$ cat src/rtl/msq_pkg.sv
// Shared types, constants and the segment table of the marching squares cell core.
package msq_pkg;

  localparam int FRAC_BITS = 8;
  localparam int MAX_DIM = 1024;
  localparam int COORD_W = 20;
  localparam int T_W = FRAC_BITS + 1;
  localparam int NUM_LANES = 4;
  localparam int LATENCY = FRAC_BITS + 2;

  localparam logic [1:0] REG_THRESHOLD = 2'd0;
  localparam logic [1:0] REG_GRID_WIDTH = 2'd1;
  localparam logic [1:0] REG_GRID_HEIGHT = 2'd2;

  localparam logic [1:0] EDGE_TOP = 2'd0;
  localparam logic [1:0] EDGE_RIGHT = 2'd1;
  localparam logic [1:0] EDGE_BOTTOM = 2'd2;
  localparam logic [1:0] EDGE_LEFT = 2'd3;

  // How a lane produces its offset.
  typedef enum logic [1:0] {
    MODE_DIV,
    MODE_ZERO,
    MODE_HALF,
    MODE_FULL
  } lane_mode_t;

  typedef struct packed {
    lane_mode_t mode;
    logic [7:0] num;
    logic [7:0] den;
  } lane_in_t;

  typedef struct packed {
    logic [3:0] case_index;
    logic signed [10:0] col;
    logic signed [10:0] row;
  } side_t;

  typedef struct packed {
    logic [1:0] count;
    logic [3:0][1:0] edges;
  } seg_t;

  // Segment table; saddles resolve as separate corners.
  function automatic seg_t seg_lookup(input logic [3:0] c);
    seg_t s;
    s.count = 2'd1;
    s.edges = '0;
    case (c)
      4'd0, 4'd15: s.count = 2'd0;
      4'd1, 4'd14: s.edges = {2'd0, 2'd0, EDGE_LEFT, EDGE_BOTTOM};
      4'd2, 4'd13: s.edges = {2'd0, 2'd0, EDGE_BOTTOM, EDGE_RIGHT};
      4'd3, 4'd12: s.edges = {2'd0, 2'd0, EDGE_LEFT, EDGE_RIGHT};
      4'd4, 4'd11: s.edges = {2'd0, 2'd0, EDGE_RIGHT, EDGE_TOP};
      4'd5: begin
        s.count = 2'd2;
        s.edges = {EDGE_LEFT, EDGE_BOTTOM, EDGE_RIGHT, EDGE_TOP};
      end
      4'd6, 4'd9: s.edges = {2'd0, 2'd0, EDGE_BOTTOM, EDGE_TOP};
      4'd7, 4'd8: s.edges = {2'd0, 2'd0, EDGE_LEFT, EDGE_TOP};
      4'd10: begin
        s.count = 2'd2;
        s.edges = {EDGE_BOTTOM, EDGE_RIGHT, EDGE_LEFT, EDGE_TOP};
      end
      default: s.count = 2'd0;
    endcase
    return s;
  endfunction

endpackage

$ cat src/rtl/msq_cell_if.sv
// Input channel interface carrying one grid cell item.
interface msq_cell_if;
  logic valid;
  logic ready;
  logic signed [10:0] cell_col;
  logic signed [10:0] cell_row;
  logic [7:0] alpha_tl;
  logic [7:0] alpha_tr;
  logic [7:0] alpha_br;
  logic [7:0] alpha_bl;

  modport source(output valid, cell_col, cell_row, alpha_tl, alpha_tr, alpha_br, alpha_bl,
                 input ready);
  modport sink(input valid, cell_col, cell_row, alpha_tl, alpha_tr, alpha_br, alpha_bl,
               output ready);
endinterface

$ cat src/rtl/msq_res_if.sv
// Output channel interface carrying one segment result item.
interface msq_res_if;
  logic valid;
  logic ready;
  logic [3:0] case_index;
  logic [1:0] segment_count;
  logic signed [19:0] first_ax;
  logic signed [19:0] first_ay;
  logic signed [19:0] first_bx;
  logic signed [19:0] first_by;
  logic signed [19:0] second_ax;
  logic signed [19:0] second_ay;
  logic signed [19:0] second_bx;
  logic signed [19:0] second_by;

  modport source(output valid, case_index, segment_count, first_ax, first_ay, first_bx,
                 first_by, second_ax, second_ay, second_bx, second_by, input ready);
  modport sink(input valid, case_index, segment_count, first_ax, first_ay, first_bx,
               first_by, second_ax, second_ay, second_bx, second_by, output ready);
endinterface

$ cat src/rtl/msq_front.sv
// Front stage: corner masking, thresholding and per-edge divider setup.
module msq_front (
  input  logic clk,
  input  logic en,
  input  logic [7:0] threshold,
  input  logic [10:0] grid_width,
  input  logic [10:0] grid_height,
  input  logic signed [10:0] col,
  input  logic signed [10:0] row,
  input  logic [3:0][7:0] alpha,
  output msq_pkg::side_t side,
  output msq_pkg::lane_in_t [msq_pkg::NUM_LANES-1:0] lanes
);

  logic signed [12:0] x0, x1, y0, y1, gw, gh;
  logic in_x0, in_x1, in_y0, in_y1;
  logic [3:0][7:0] v;
  logic [3:0] cidx;
  logic [7:0] va [msq_pkg::NUM_LANES];
  logic [7:0] vb [msq_pkg::NUM_LANES];
  msq_pkg::lane_in_t lane_next [msq_pkg::NUM_LANES];

  // Corners outside the grid read as zero.
  always_comb begin
    x0 = 13'(col);
    x1 = 13'(col) + 13'sd1;
    y0 = 13'(row);
    y1 = 13'(row) + 13'sd1;
    gw = $signed({2'b00, grid_width});
    gh = $signed({2'b00, grid_height});
    in_x0 = (x0 >= 13'sd0) && (x0 < gw);
    in_x1 = (x1 >= 13'sd0) && (x1 < gw);
    in_y0 = (y0 >= 13'sd0) && (y0 < gh);
    in_y1 = (y1 >= 13'sd0) && (y1 < gh);
    v[0] = (in_x0 && in_y0) ? alpha[0] : 8'd0;
    v[1] = (in_x1 && in_y0) ? alpha[1] : 8'd0;
    v[2] = (in_x1 && in_y1) ? alpha[2] : 8'd0;
    v[3] = (in_x0 && in_y1) ? alpha[3] : 8'd0;
    cidx = {v[0] > threshold, v[1] > threshold, v[2] > threshold, v[3] > threshold};
  end

  // Edge end corners: top, right, bottom, left.
  always_comb begin
    va[0] = v[0]; vb[0] = v[1];
    va[1] = v[1]; vb[1] = v[2];
    va[2] = v[3]; vb[2] = v[2];
    va[3] = v[0]; vb[3] = v[3];
  end

  // Sign and magnitude decisions leave only a fraction below one for the divider.
  for (genvar i = 0; i < msq_pkg::NUM_LANES; i++) begin : g_lane
    logic signed [8:0] num, dd;
    logic [8:0] an, ad;
    always_comb begin
      num = $signed({1'b0, threshold}) - $signed({1'b0, va[i]});
      dd = $signed({1'b0, vb[i]}) - $signed({1'b0, va[i]});
      an = num[8] ? 9'(-num) : 9'(num);
      ad = dd[8] ? 9'(-dd) : 9'(dd);
      lane_next[i].num = an[7:0];
      lane_next[i].den = ad[7:0];
      if (dd == 9'sd0) begin
        lane_next[i].mode = msq_pkg::MODE_HALF;
      end else if (num == 9'sd0 || (num[8] != dd[8])) begin
        lane_next[i].mode = msq_pkg::MODE_ZERO;
      end else if (an >= ad) begin
        lane_next[i].mode = msq_pkg::MODE_FULL;
      end else begin
        lane_next[i].mode = msq_pkg::MODE_DIV;
      end
    end
    always_ff @(posedge clk) begin
      if (en) begin
        lanes[i] <= lane_next[i];
      end
    end
  end

  always_ff @(posedge clk) begin
    if (en) begin
      side.case_index <= cidx;
      side.col <= col;
      side.row <= row;
    end
  end

endmodule

$ cat src/rtl/msq_div_lane.sv
// Edge lane: pipelined restoring divider, one quotient bit per stage.
module msq_div_lane (
  input  logic clk,
  input  logic en,
  input  msq_pkg::lane_in_t lane_in,
  output logic [msq_pkg::T_W-1:0] t
);

  localparam int N = msq_pkg::FRAC_BITS;

  msq_pkg::lane_mode_t mode [N+1];
  logic [7:0] den [N+1];
  logic [7:0] rem [N+1];
  logic [N-1:0] quo [N+1];

  assign mode[0] = lane_in.mode;
  assign den[0] = lane_in.den;
  assign rem[0] = lane_in.num;
  assign quo[0] = '0;

  // Each stage shifts the remainder and trial-subtracts the divisor.
  for (genvar k = 0; k < N; k++) begin : g_stage
    logic [8:0] r2;
    logic take;
    always_comb begin
      r2 = {rem[k], 1'b0};
      take = r2 >= {1'b0, den[k]};
    end
    always_ff @(posedge clk) begin
      if (en) begin
        mode[k+1] <= mode[k];
        den[k+1] <= den[k];
        rem[k+1] <= take ? 8'(r2 - {1'b0, den[k]}) : r2[7:0];
        quo[k+1] <= {quo[k][N-2:0], take};
      end
    end
  end

  // Final offset by lane mode.
  always_comb begin
    case (mode[N])
      msq_pkg::MODE_DIV: t = {1'b0, quo[N]};
      msq_pkg::MODE_ZERO: t = '0;
      msq_pkg::MODE_HALF: t = msq_pkg::T_W'(1 << (N - 1));
      msq_pkg::MODE_FULL: t = msq_pkg::T_W'(1 << N);
      default: t = '0;
    endcase
  end

endmodule

$ cat src/rtl/msq_merge.sv
// Merge stage: picks the lane offsets per segment and registers the result.
module msq_merge (
  input  logic clk,
  input  logic en,
  input  msq_pkg::side_t side,
  input  logic [msq_pkg::NUM_LANES-1:0][msq_pkg::T_W-1:0] t,
  output logic [3:0] case_index,
  output logic [1:0] segment_count,
  output logic [3:0][msq_pkg::COORD_W-1:0] px,
  output logic [3:0][msq_pkg::COORD_W-1:0] py
);

  localparam int CW = msq_pkg::COORD_W;
  localparam logic [CW-1:0] ONE = CW'(1 << msq_pkg::FRAC_BITS);

  msq_pkg::seg_t seg;
  logic [CW-1:0] cx, cy;
  logic [3:0][CW-1:0] px_next, py_next;

  always_comb begin
    seg = msq_pkg::seg_lookup(side.case_index);
    cx = CW'({{(CW - 11){side.col[10]}}, side.col} << msq_pkg::FRAC_BITS);
    cy = CW'({{(CW - 11){side.row[10]}}, side.row} << msq_pkg::FRAC_BITS);
  end

  // One point per segment end; unused ends are zero.
  for (genvar p = 0; p < 4; p++) begin : g_pt
    always_comb begin
      case (seg.edges[p])
        msq_pkg::EDGE_TOP: begin
          px_next[p] = cx + CW'(t[0]);
          py_next[p] = cy;
        end
        msq_pkg::EDGE_RIGHT: begin
          px_next[p] = cx + ONE;
          py_next[p] = cy + CW'(t[1]);
        end
        msq_pkg::EDGE_BOTTOM: begin
          px_next[p] = cx + CW'(t[2]);
          py_next[p] = cy + ONE;
        end
        default: begin
          px_next[p] = cx;
          py_next[p] = cy + CW'(t[3]);
        end
      endcase
      if (seg.count <= 2'(p / 2)) begin
        px_next[p] = '0;
        py_next[p] = '0;
      end
    end
  end

  always_ff @(posedge clk) begin
    if (en) begin
      case_index <= side.case_index;
      segment_count <= seg.count;
      px <= px_next;
      py <= py_next;
    end
  end

endmodule

$ cat src/rtl/marching_squares_cell_core.sv
// Top level of the marching squares cell core.
// One cell item is accepted every clock while the result side keeps up; each result passes
// through a thresholding register in front, then the four parallel edge dividers, which
// resolve one quotient bit per pipeline stage, then a segment merge register behind. A
// stall on the result side holds the whole pipeline, so the input side pauses with it.
module marching_squares_cell_core (
  input  logic clk,
  input  logic rst,
  input  logic wr_en,
  input  logic [1:0] wr_index,
  input  logic [10:0] wr_data,
  msq_cell_if.sink grid_cell,
  msq_res_if.source result
);

  localparam int L = msq_pkg::LATENCY;
  localparam int N = msq_pkg::FRAC_BITS;

  logic [7:0] threshold;
  logic [10:0] grid_width;
  logic [10:0] grid_height;
  logic [L-1:0] vld;
  logic en;
  msq_pkg::side_t side [N+1];
  msq_pkg::lane_in_t [msq_pkg::NUM_LANES-1:0] lanes;
  logic [msq_pkg::NUM_LANES-1:0][msq_pkg::T_W-1:0] t;
  logic [3:0][msq_pkg::COORD_W-1:0] px, py;

  // Configuration registers.
  always_ff @(posedge clk) begin
    if (rst) begin
      threshold <= 8'd128;
      grid_width <= 11'(msq_pkg::MAX_DIM);
      grid_height <= 11'(msq_pkg::MAX_DIM);
    end else if (wr_en) begin
      case (wr_index)
        msq_pkg::REG_THRESHOLD: threshold <= wr_data[7:0];
        msq_pkg::REG_GRID_WIDTH: grid_width <= wr_data;
        msq_pkg::REG_GRID_HEIGHT: grid_height <= wr_data;
        default: ;
      endcase
    end
  end

  // Pipeline advances whenever the result register is free or being taken.
  assign en = !vld[L-1] || result.ready;
  assign grid_cell.ready = en;
  assign result.valid = vld[L-1];

  always_ff @(posedge clk) begin
    if (rst) begin
      vld <= '0;
    end else if (en) begin
      vld <= {vld[L-2:0], grid_cell.valid};
    end
  end

  msq_front u_front (
    .clk(clk), .en(en), .threshold(threshold), .grid_width(grid_width),
    .grid_height(grid_height), .col(grid_cell.cell_col), .row(grid_cell.cell_row),
    .alpha({grid_cell.alpha_bl, grid_cell.alpha_br, grid_cell.alpha_tr,
            grid_cell.alpha_tl}),
    .side(side[0]), .lanes(lanes)
  );

  for (genvar i = 0; i < msq_pkg::NUM_LANES; i++) begin : g_lane
    msq_div_lane u_lane (.clk(clk), .en(en), .lane_in(lanes[i]), .t(t[i]));
  end

  // Cell case and position travel alongside the divider stages.
  for (genvar k = 0; k < N; k++) begin : g_side
    always_ff @(posedge clk) begin
      if (en) begin
        side[k+1] <= side[k];
      end
    end
  end

  msq_merge u_merge (
    .clk(clk), .en(en), .side(side[N]), .t(t),
    .case_index(result.case_index), .segment_count(result.segment_count),
    .px(px), .py(py)
  );

  assign result.first_ax = px[0];
  assign result.first_ay = py[0];
  assign result.first_bx = px[1];
  assign result.first_by = py[1];
  assign result.second_ax = px[2];
  assign result.second_ay = py[2];
  assign result.second_bx = px[3];
  assign result.second_by = py[3];

endmodule
$ cat src/flat_wrapper.sv
// flat-port wrapper written by rule: the top's interface ports become plain ports
module marching_squares_cell_core_flat 
  (clk, rst, wr_en, wr_index, wr_data, grid_cell_valid, grid_cell_cell_col, grid_cell_cell_row, grid_cell_alpha_tl, grid_cell_alpha_tr, grid_cell_alpha_br, grid_cell_alpha_bl, grid_cell_ready, result_valid, result_case_index, result_segment_count, result_first_ax, result_first_ay, result_first_bx, result_first_by, result_second_ax, result_second_ay, result_second_bx, result_second_by, result_ready);
  msq_cell_if grid_cell_i ();
  msq_res_if result_i ();
  input  logic clk;
  input  logic rst;
  input  logic wr_en;
  input  logic [1:0] wr_index;
  input  logic [10:0] wr_data;
  input wire logic [$bits(grid_cell_i.valid)-1:0] grid_cell_valid;
  input wire logic [$bits(grid_cell_i.cell_col)-1:0] grid_cell_cell_col;
  input wire logic [$bits(grid_cell_i.cell_row)-1:0] grid_cell_cell_row;
  input wire logic [$bits(grid_cell_i.alpha_tl)-1:0] grid_cell_alpha_tl;
  input wire logic [$bits(grid_cell_i.alpha_tr)-1:0] grid_cell_alpha_tr;
  input wire logic [$bits(grid_cell_i.alpha_br)-1:0] grid_cell_alpha_br;
  input wire logic [$bits(grid_cell_i.alpha_bl)-1:0] grid_cell_alpha_bl;
  output wire logic [$bits(grid_cell_i.ready)-1:0] grid_cell_ready;
  output wire logic [$bits(result_i.valid)-1:0] result_valid;
  output wire logic [$bits(result_i.case_index)-1:0] result_case_index;
  output wire logic [$bits(result_i.segment_count)-1:0] result_segment_count;
  output wire logic [$bits(result_i.first_ax)-1:0] result_first_ax;
  output wire logic [$bits(result_i.first_ay)-1:0] result_first_ay;
  output wire logic [$bits(result_i.first_bx)-1:0] result_first_bx;
  output wire logic [$bits(result_i.first_by)-1:0] result_first_by;
  output wire logic [$bits(result_i.second_ax)-1:0] result_second_ax;
  output wire logic [$bits(result_i.second_ay)-1:0] result_second_ay;
  output wire logic [$bits(result_i.second_bx)-1:0] result_second_bx;
  output wire logic [$bits(result_i.second_by)-1:0] result_second_by;
  input wire logic [$bits(result_i.ready)-1:0] result_ready;
  assign grid_cell_i.valid = grid_cell_valid;
  assign grid_cell_i.cell_col = grid_cell_cell_col;
  assign grid_cell_i.cell_row = grid_cell_cell_row;
  assign grid_cell_i.alpha_tl = grid_cell_alpha_tl;
  assign grid_cell_i.alpha_tr = grid_cell_alpha_tr;
  assign grid_cell_i.alpha_br = grid_cell_alpha_br;
  assign grid_cell_i.alpha_bl = grid_cell_alpha_bl;
  assign grid_cell_ready = grid_cell_i.ready;
  assign result_valid = result_i.valid;
  assign result_case_index = result_i.case_index;
  assign result_segment_count = result_i.segment_count;
  assign result_first_ax = result_i.first_ax;
  assign result_first_ay = result_i.first_ay;
  assign result_first_bx = result_i.first_bx;
  assign result_first_by = result_i.first_by;
  assign result_second_ax = result_i.second_ax;
  assign result_second_ay = result_i.second_ay;
  assign result_second_bx = result_i.second_bx;
  assign result_second_by = result_i.second_by;
  assign result_i.ready = result_ready;
  marching_squares_cell_core u_core (.clk(clk), .rst(rst), .wr_en(wr_en), .wr_index(wr_index), .wr_data(wr_data), .grid_cell(grid_cell_i), .result(result_i));
endmodule
$ cat config.mk
export PLATFORM = sky130hd
export DESIGN_NAME = marching_squares_cell_core_flat
export DESIGN_NICKNAME = d
export VERILOG_FILES = /design/src/rtl/msq_pkg.sv /design/src/rtl/msq_cell_if.sv /design/src/rtl/msq_res_if.sv /design/src/rtl/msq_front.sv /design/src/rtl/msq_div_lane.sv /design/src/rtl/msq_merge.sv /design/src/rtl/marching_squares_cell_core.sv /design/src/flat_wrapper.sv
export SDC_FILE = /design/constraint.sdc
export NUM_CORES = 2
export LEC_CHECK = 0
export ABC_AREA = 1
export ABC_CLOCK_PERIOD_IN_PS = 24500
export BUFFER_PORTS_ARGS = -buffer_cell sky130_fd_sc_hd__buf_2
export CORE_ASPECT_RATIO = 0.5
export CORE_MARGIN = 4
export CORE_UTILIZATION = 25
export CTS_CLUSTER_DIAMETER = 150
export DETAILED_ROUTE_END_ITERATION = 12
export GPL_TIMING_DRIVEN = 0
export SLEW_MARGIN = 20
export SYNTH_ARGS = -nofsm -noshare
export SYNTH_HDL_FRONTEND = slang
export SYNTH_SLANG_ARGS = --single-unit
$ cat constraint.sdc
create_clock -name clk -period 24.5 [get_ports clk]
set_input_delay 4.9 -clock clk [delete_from_list [all_inputs] [get_ports clk]]
set_output_delay 4.9 -clock clk [all_outputs]
set_load 0.02 [all_outputs]
# Word level (Yosys, flattened, before mapping)
# Index checks and enable logic that the tools add are counted.
# classes
n_lt_le_gt_ge	50
add_sub_neg	50
reduce_logical	42
n_mux	61
n_eq_ne	41
# ops
operator	n
$pmux 20 s3	8
$ge 9x8->1	32
$mux 8	32
$sub 8x8->8	28
$pmux 9 s4	4
$add 19x10->20	4
$pmux 8 s8	1
$logic_not 9->1	7
$mux 9	7
$neg 9->9	7
$sub 8x8->9	7
$add 19x10->20 const B	2
$ge 9x9->1	4
$eq 4x4->1 const B	8
$gt 8x8->1	4
$eq 2x2->1 const B	13
$add 11x2->12 const B	2
$lt 11x12->1	2
$ge 11x1->1 const B	2
$eq 2x1->1 const B	9
$logic_not 2->1	9
$eq 4x3->1 const B	4
$mux 2	8
$reduce_or 2->1	8
14 further kinds	32
# totals
inputBits	72
regBits	1160

# Depth between registers and ports, before layout
# logic_depth
word_depth	11
mapped_depth	41

# Modules after synthesis
# Synthesis repeated with hierarchy kept, for this count alone.
# unflattened
cells_unflattened	6237
hier_area_um2	62487.4
# modules_own_cells
mod	area_per_inst_um2	seq_area_each_um2	n_inst	cells_each
msq_div_lane	9252.6	4924.7	4	944
msq_front	9054.9	2702.6	1	1135
msq_merge	8501.9	4984.8	1	883
marching_squares_cell_core	7920.1	7046.8	1	443

# Worst setup path after synthesis
# No wires, ideal clock.
# synth_path
path_kind	in2out
startpoint	in result_ready
endpoint	out grid_cell_ready
t_arrival_ps	16966
path_buffers	0
setup_slack_ps	2634
required_time_ps	19600
cell_stages	2
cell_sequence	nor2_1 inv_2
# synth_between
elab_chain_cells	1
# synth_lines
item	line_no	text
start: declaration	flat_wrapper.sv:30	input wire logic [$bits(result_i.ready)-1:0] result_ready;
$logic_or 1x1->1	marching_squares_cell_core.sv:46	assign en = !vld[L-1] || result.ready;
end: declaration	flat_wrapper.sv:18	output wire logic [$bits(grid_cell_i.ready)-1:0] grid_cell_ready;
# Every way passes these cells.

# Worst setup path in the final report
# Ends and elaborated chain as after synthesis.

==> run summary <==
postcts setup bufs: 0
Sw Pwr: 2.98 mW
hold crit path type: reg -> reg
EDFF count, synth: 1120
sequential-to-total area share from yosys stat: 60.4%
Post-Syn Area: 57000 µm²
clock sink count: 1160
Port Buffer Count: 239
Reg power frac: 41.3%
total track usage: 10.6%
placed inst area: 62200 µm²
die area: 236000 µm²
gpl congestion: 0.912
PwrDens: 125 nW/µm²
post-route ant nets: 0
Yosys reg bits: 1160
combinational power share: 37.1%
largest family of logic cells by synthesized area: simple AND/OR/NAND/NOR gates
Avg WL per Cell: 14.9 µm
CP Class: in -> out
vias in the first global route: 34900
CP max FO: 104
Max Fclk: 0.0882 GHz
routed vias/inst: 4.21
Skew-Pair Late Insertion Delay: 0.73 ns
Routed WL: 128 mm
initial DRC count: 2792
sw frac: 35.9%
FP Rows: 123
via count: 36300
CP arrival: 6.43 ns
largest net degree at the start of global routing: 117
multiplexer share of the synthesized area: 0%
GR Overflow Total: 0
dpl hpwl: 98.5 mm
Final Hold Vio Count: 0
top cells by count, synth: edfxtp_1 (1120), nand2_1 (926), inv_1 (753), nor2_1 (413), ha_1 (412)
count leader, synth: edfxtp_1
count of hold-fix buffers inserted at cts: 0
TritonCTS clock tree: built
Final Critical Period: 11.33 ns
Final Cell Area: 66100 µm²
global-route wire length before repair: 198 mm
status: finished, final reports clean
Max Clock Skew: 0.0463 ns
Compound-Gate Fraction of Synth Area: 7.90%
max-cap violation count: 0
Syn Nets: 5669
Critical Path RT: 19.60 ns
Final Setup Violations: 0
die width: 683 µm
TritonRoute pass-1 iters: 7
final worst-path cycle share: 46.3%
Slew @ Worst Pin: 1.07 ns
RSZ-0062 raised after global routing: no
asr flop ratio synth: 0%
ys flop type: edfxtp_1
CTS Buf Count: 118
area leader, netlist: edfxtp_1
post-synth top area share: 59.0%
Die Height: 346 µm
slack of the critical path: 13.17 ns
Core Util, Final: 29.3%
critical path launch point type: input port
clock power share: 21.5%
Max VDD drop: 0.0648 mV
clk root buf: clkbuf_16
final slew viol count: 0
Syn Area/Cell: 11.1 µm²
residual DRC count: 0
count of different cell masters after synthesis: 54
Post-CTS Resized: 0
TNS Setup: 0 ns
number of top-level pins: 240
CTS H-tree depth: 3
Max clock buf depth: 3
Synth Area in XOR/XNOR: 3.72%
post-synthesis simple-gate area fraction: 12.0%
Area growth syn-to-layout: 16.0%
Initial Util: 25.2%
Syn. warnings: 0
Post-Synth Adder-Cell Area: 10.3%
share of layout cells above drive strength 1: 9.10%
CP endpoint kind: output port
fin nets: 6039
CTS clk-pin slew, worst paths: 0.06 ns
core area: 226000 µm²
Pleak: 28.7 nW
Worst slew margin: 28.8%
hold slack: 0.399 ns
internal power: 5.31 mW
initial antenna violation count: 11
Cells after Synth: 5150
Area contributors post-synth: edfxtp_1 (59%), ha_1 (9.0%), nand2_1 (6.1%)
pre-CTS setup slack: 13.15 ns
-- sequential cells by signal, indices dropped and copies added, names as in the netlist --
| signal | cells |
|---|---|
| u_core.g_lane.u_lane.den | 224 |
| u_core.u_merge.py | 80 |
| u_core.g_lane.u_lane.g_stage.r2 | 224 |
| u_core.u_merge.segment_count | 2 |
| u_core.threshold | 8 |
| u_core.vld | 10 |
| u_core.u_merge.case_index | 4 |
| u_core.g_lane.u_lane.mode | 64 |
| u_core.g_lane.u_lane.quo | 144 |
| u_core.side | 208 |
| u_core.u_front.lanes | 64 |
| u_core.grid_width | 11 |
| u_core.u_front.side | 26 |
| u_core.u_merge.px | 80 |
| u_core.grid_height | 11 |
-- worst max-delay path: stages --
cell    delay, ns
buf_2        0.07
nor2_1       0.09
inv_8        0.43
buf_16       0.44
buf_2        0.27
-- cell families after synthesis --
family / after synthesis
compound gates: 807
xor+xnor: 242
fa+ha+maj: 447
buf+inv: 837
flops: 1160
simple gates: 1657
-- layer usage --
layer	global-route usage, %	part of all wire [%]
met1	13.1	43
met2	17.9	48
met3	1.51	4.0
met4	5.77	5.8
met5	0	0
-- final cells by class --
cell class | instances | area, µm²
flip-flops and latches | 1160 | 34400
diodes | 3 | 7.51
multi-input cells | 3153 | 19300
clock inverters | 66 | 752
repair buffers | 250 | 1480
well taps | 3000 | 3750
plain buffers | 68 | 312
clock buffers | 150 | 3100
fillers | 22900 | 160000
inverters | 769 | 2890
-- power by group through the flow --
| stage | sequential, mW | combinational [mW] | clock [mW] |
|---|---|---|---|
| 6_report | 3.43 | 3.08 | 1.78 |
| 5_1_grt | 3.50 | 3.56 | 1.92 |
| 4_1_cts | 3.44 | 3.11 | 1.84 |
| 3_5_place_dp | 3.48 | 3.09 | 0 |
| 3_3_place_gp | 3.47 | 3.04 | 0 |
| 2_1_floorplan | 3.36 | 2.36 | 0 |
-- layout by cell type, fill, tap and decap left out, types with 5 or more instances in the layout --
cell type   count
a21oi_1       333
a21oi_2         5
a311oi_1       22
a31oi_1        11
buf_16         10
buf_2         271
bufinv_16      12
clkbuf_1       56
clkbuf_16     118
clkinv_1       16
clkinv_2       22
clkinvlp_4      6
dfxtp_1        40
edfxtp_1     1120
fa_1           35
ha_1          412
inv_1         753
inv_2          13
nand2_1       926
nand3_1       149
nand3b_1       22
nand4_1        83
nor2_1        413
nor3_1         29
o211ai_1       44
o21a_1          9
o21ai_0       285
o21ai_1         5
o221ai_1       10
o22ai_1        50
o32ai_1         7
or2_2          13
xnor2_1        76
xor2_1        166
-- path summary, 6_finish.rpt --
path,start,end,slack (ns),cells after the start
max,result_ready,grid_cell_ready,13.17,5
min,u_core.side[70],u_core.side[44],0.40,0
min reg2reg,u_core.side[70],u_core.side[44],0.40,0
max reg2reg,u_core.grid_width[4],u_core.u_front.lanes[34],18.67,30
-- per-stage QoR --
stage / cells / power (mW)
finish: 8619 / 8.29
CTS: 8616 / 8.38
detailed placement: 8400 / 6.57
global placement: 8389 / 6.51
floorplan: 5150 / 5.71
global route: 8619 / 8.99
Power figures use the tool's default switching activity.
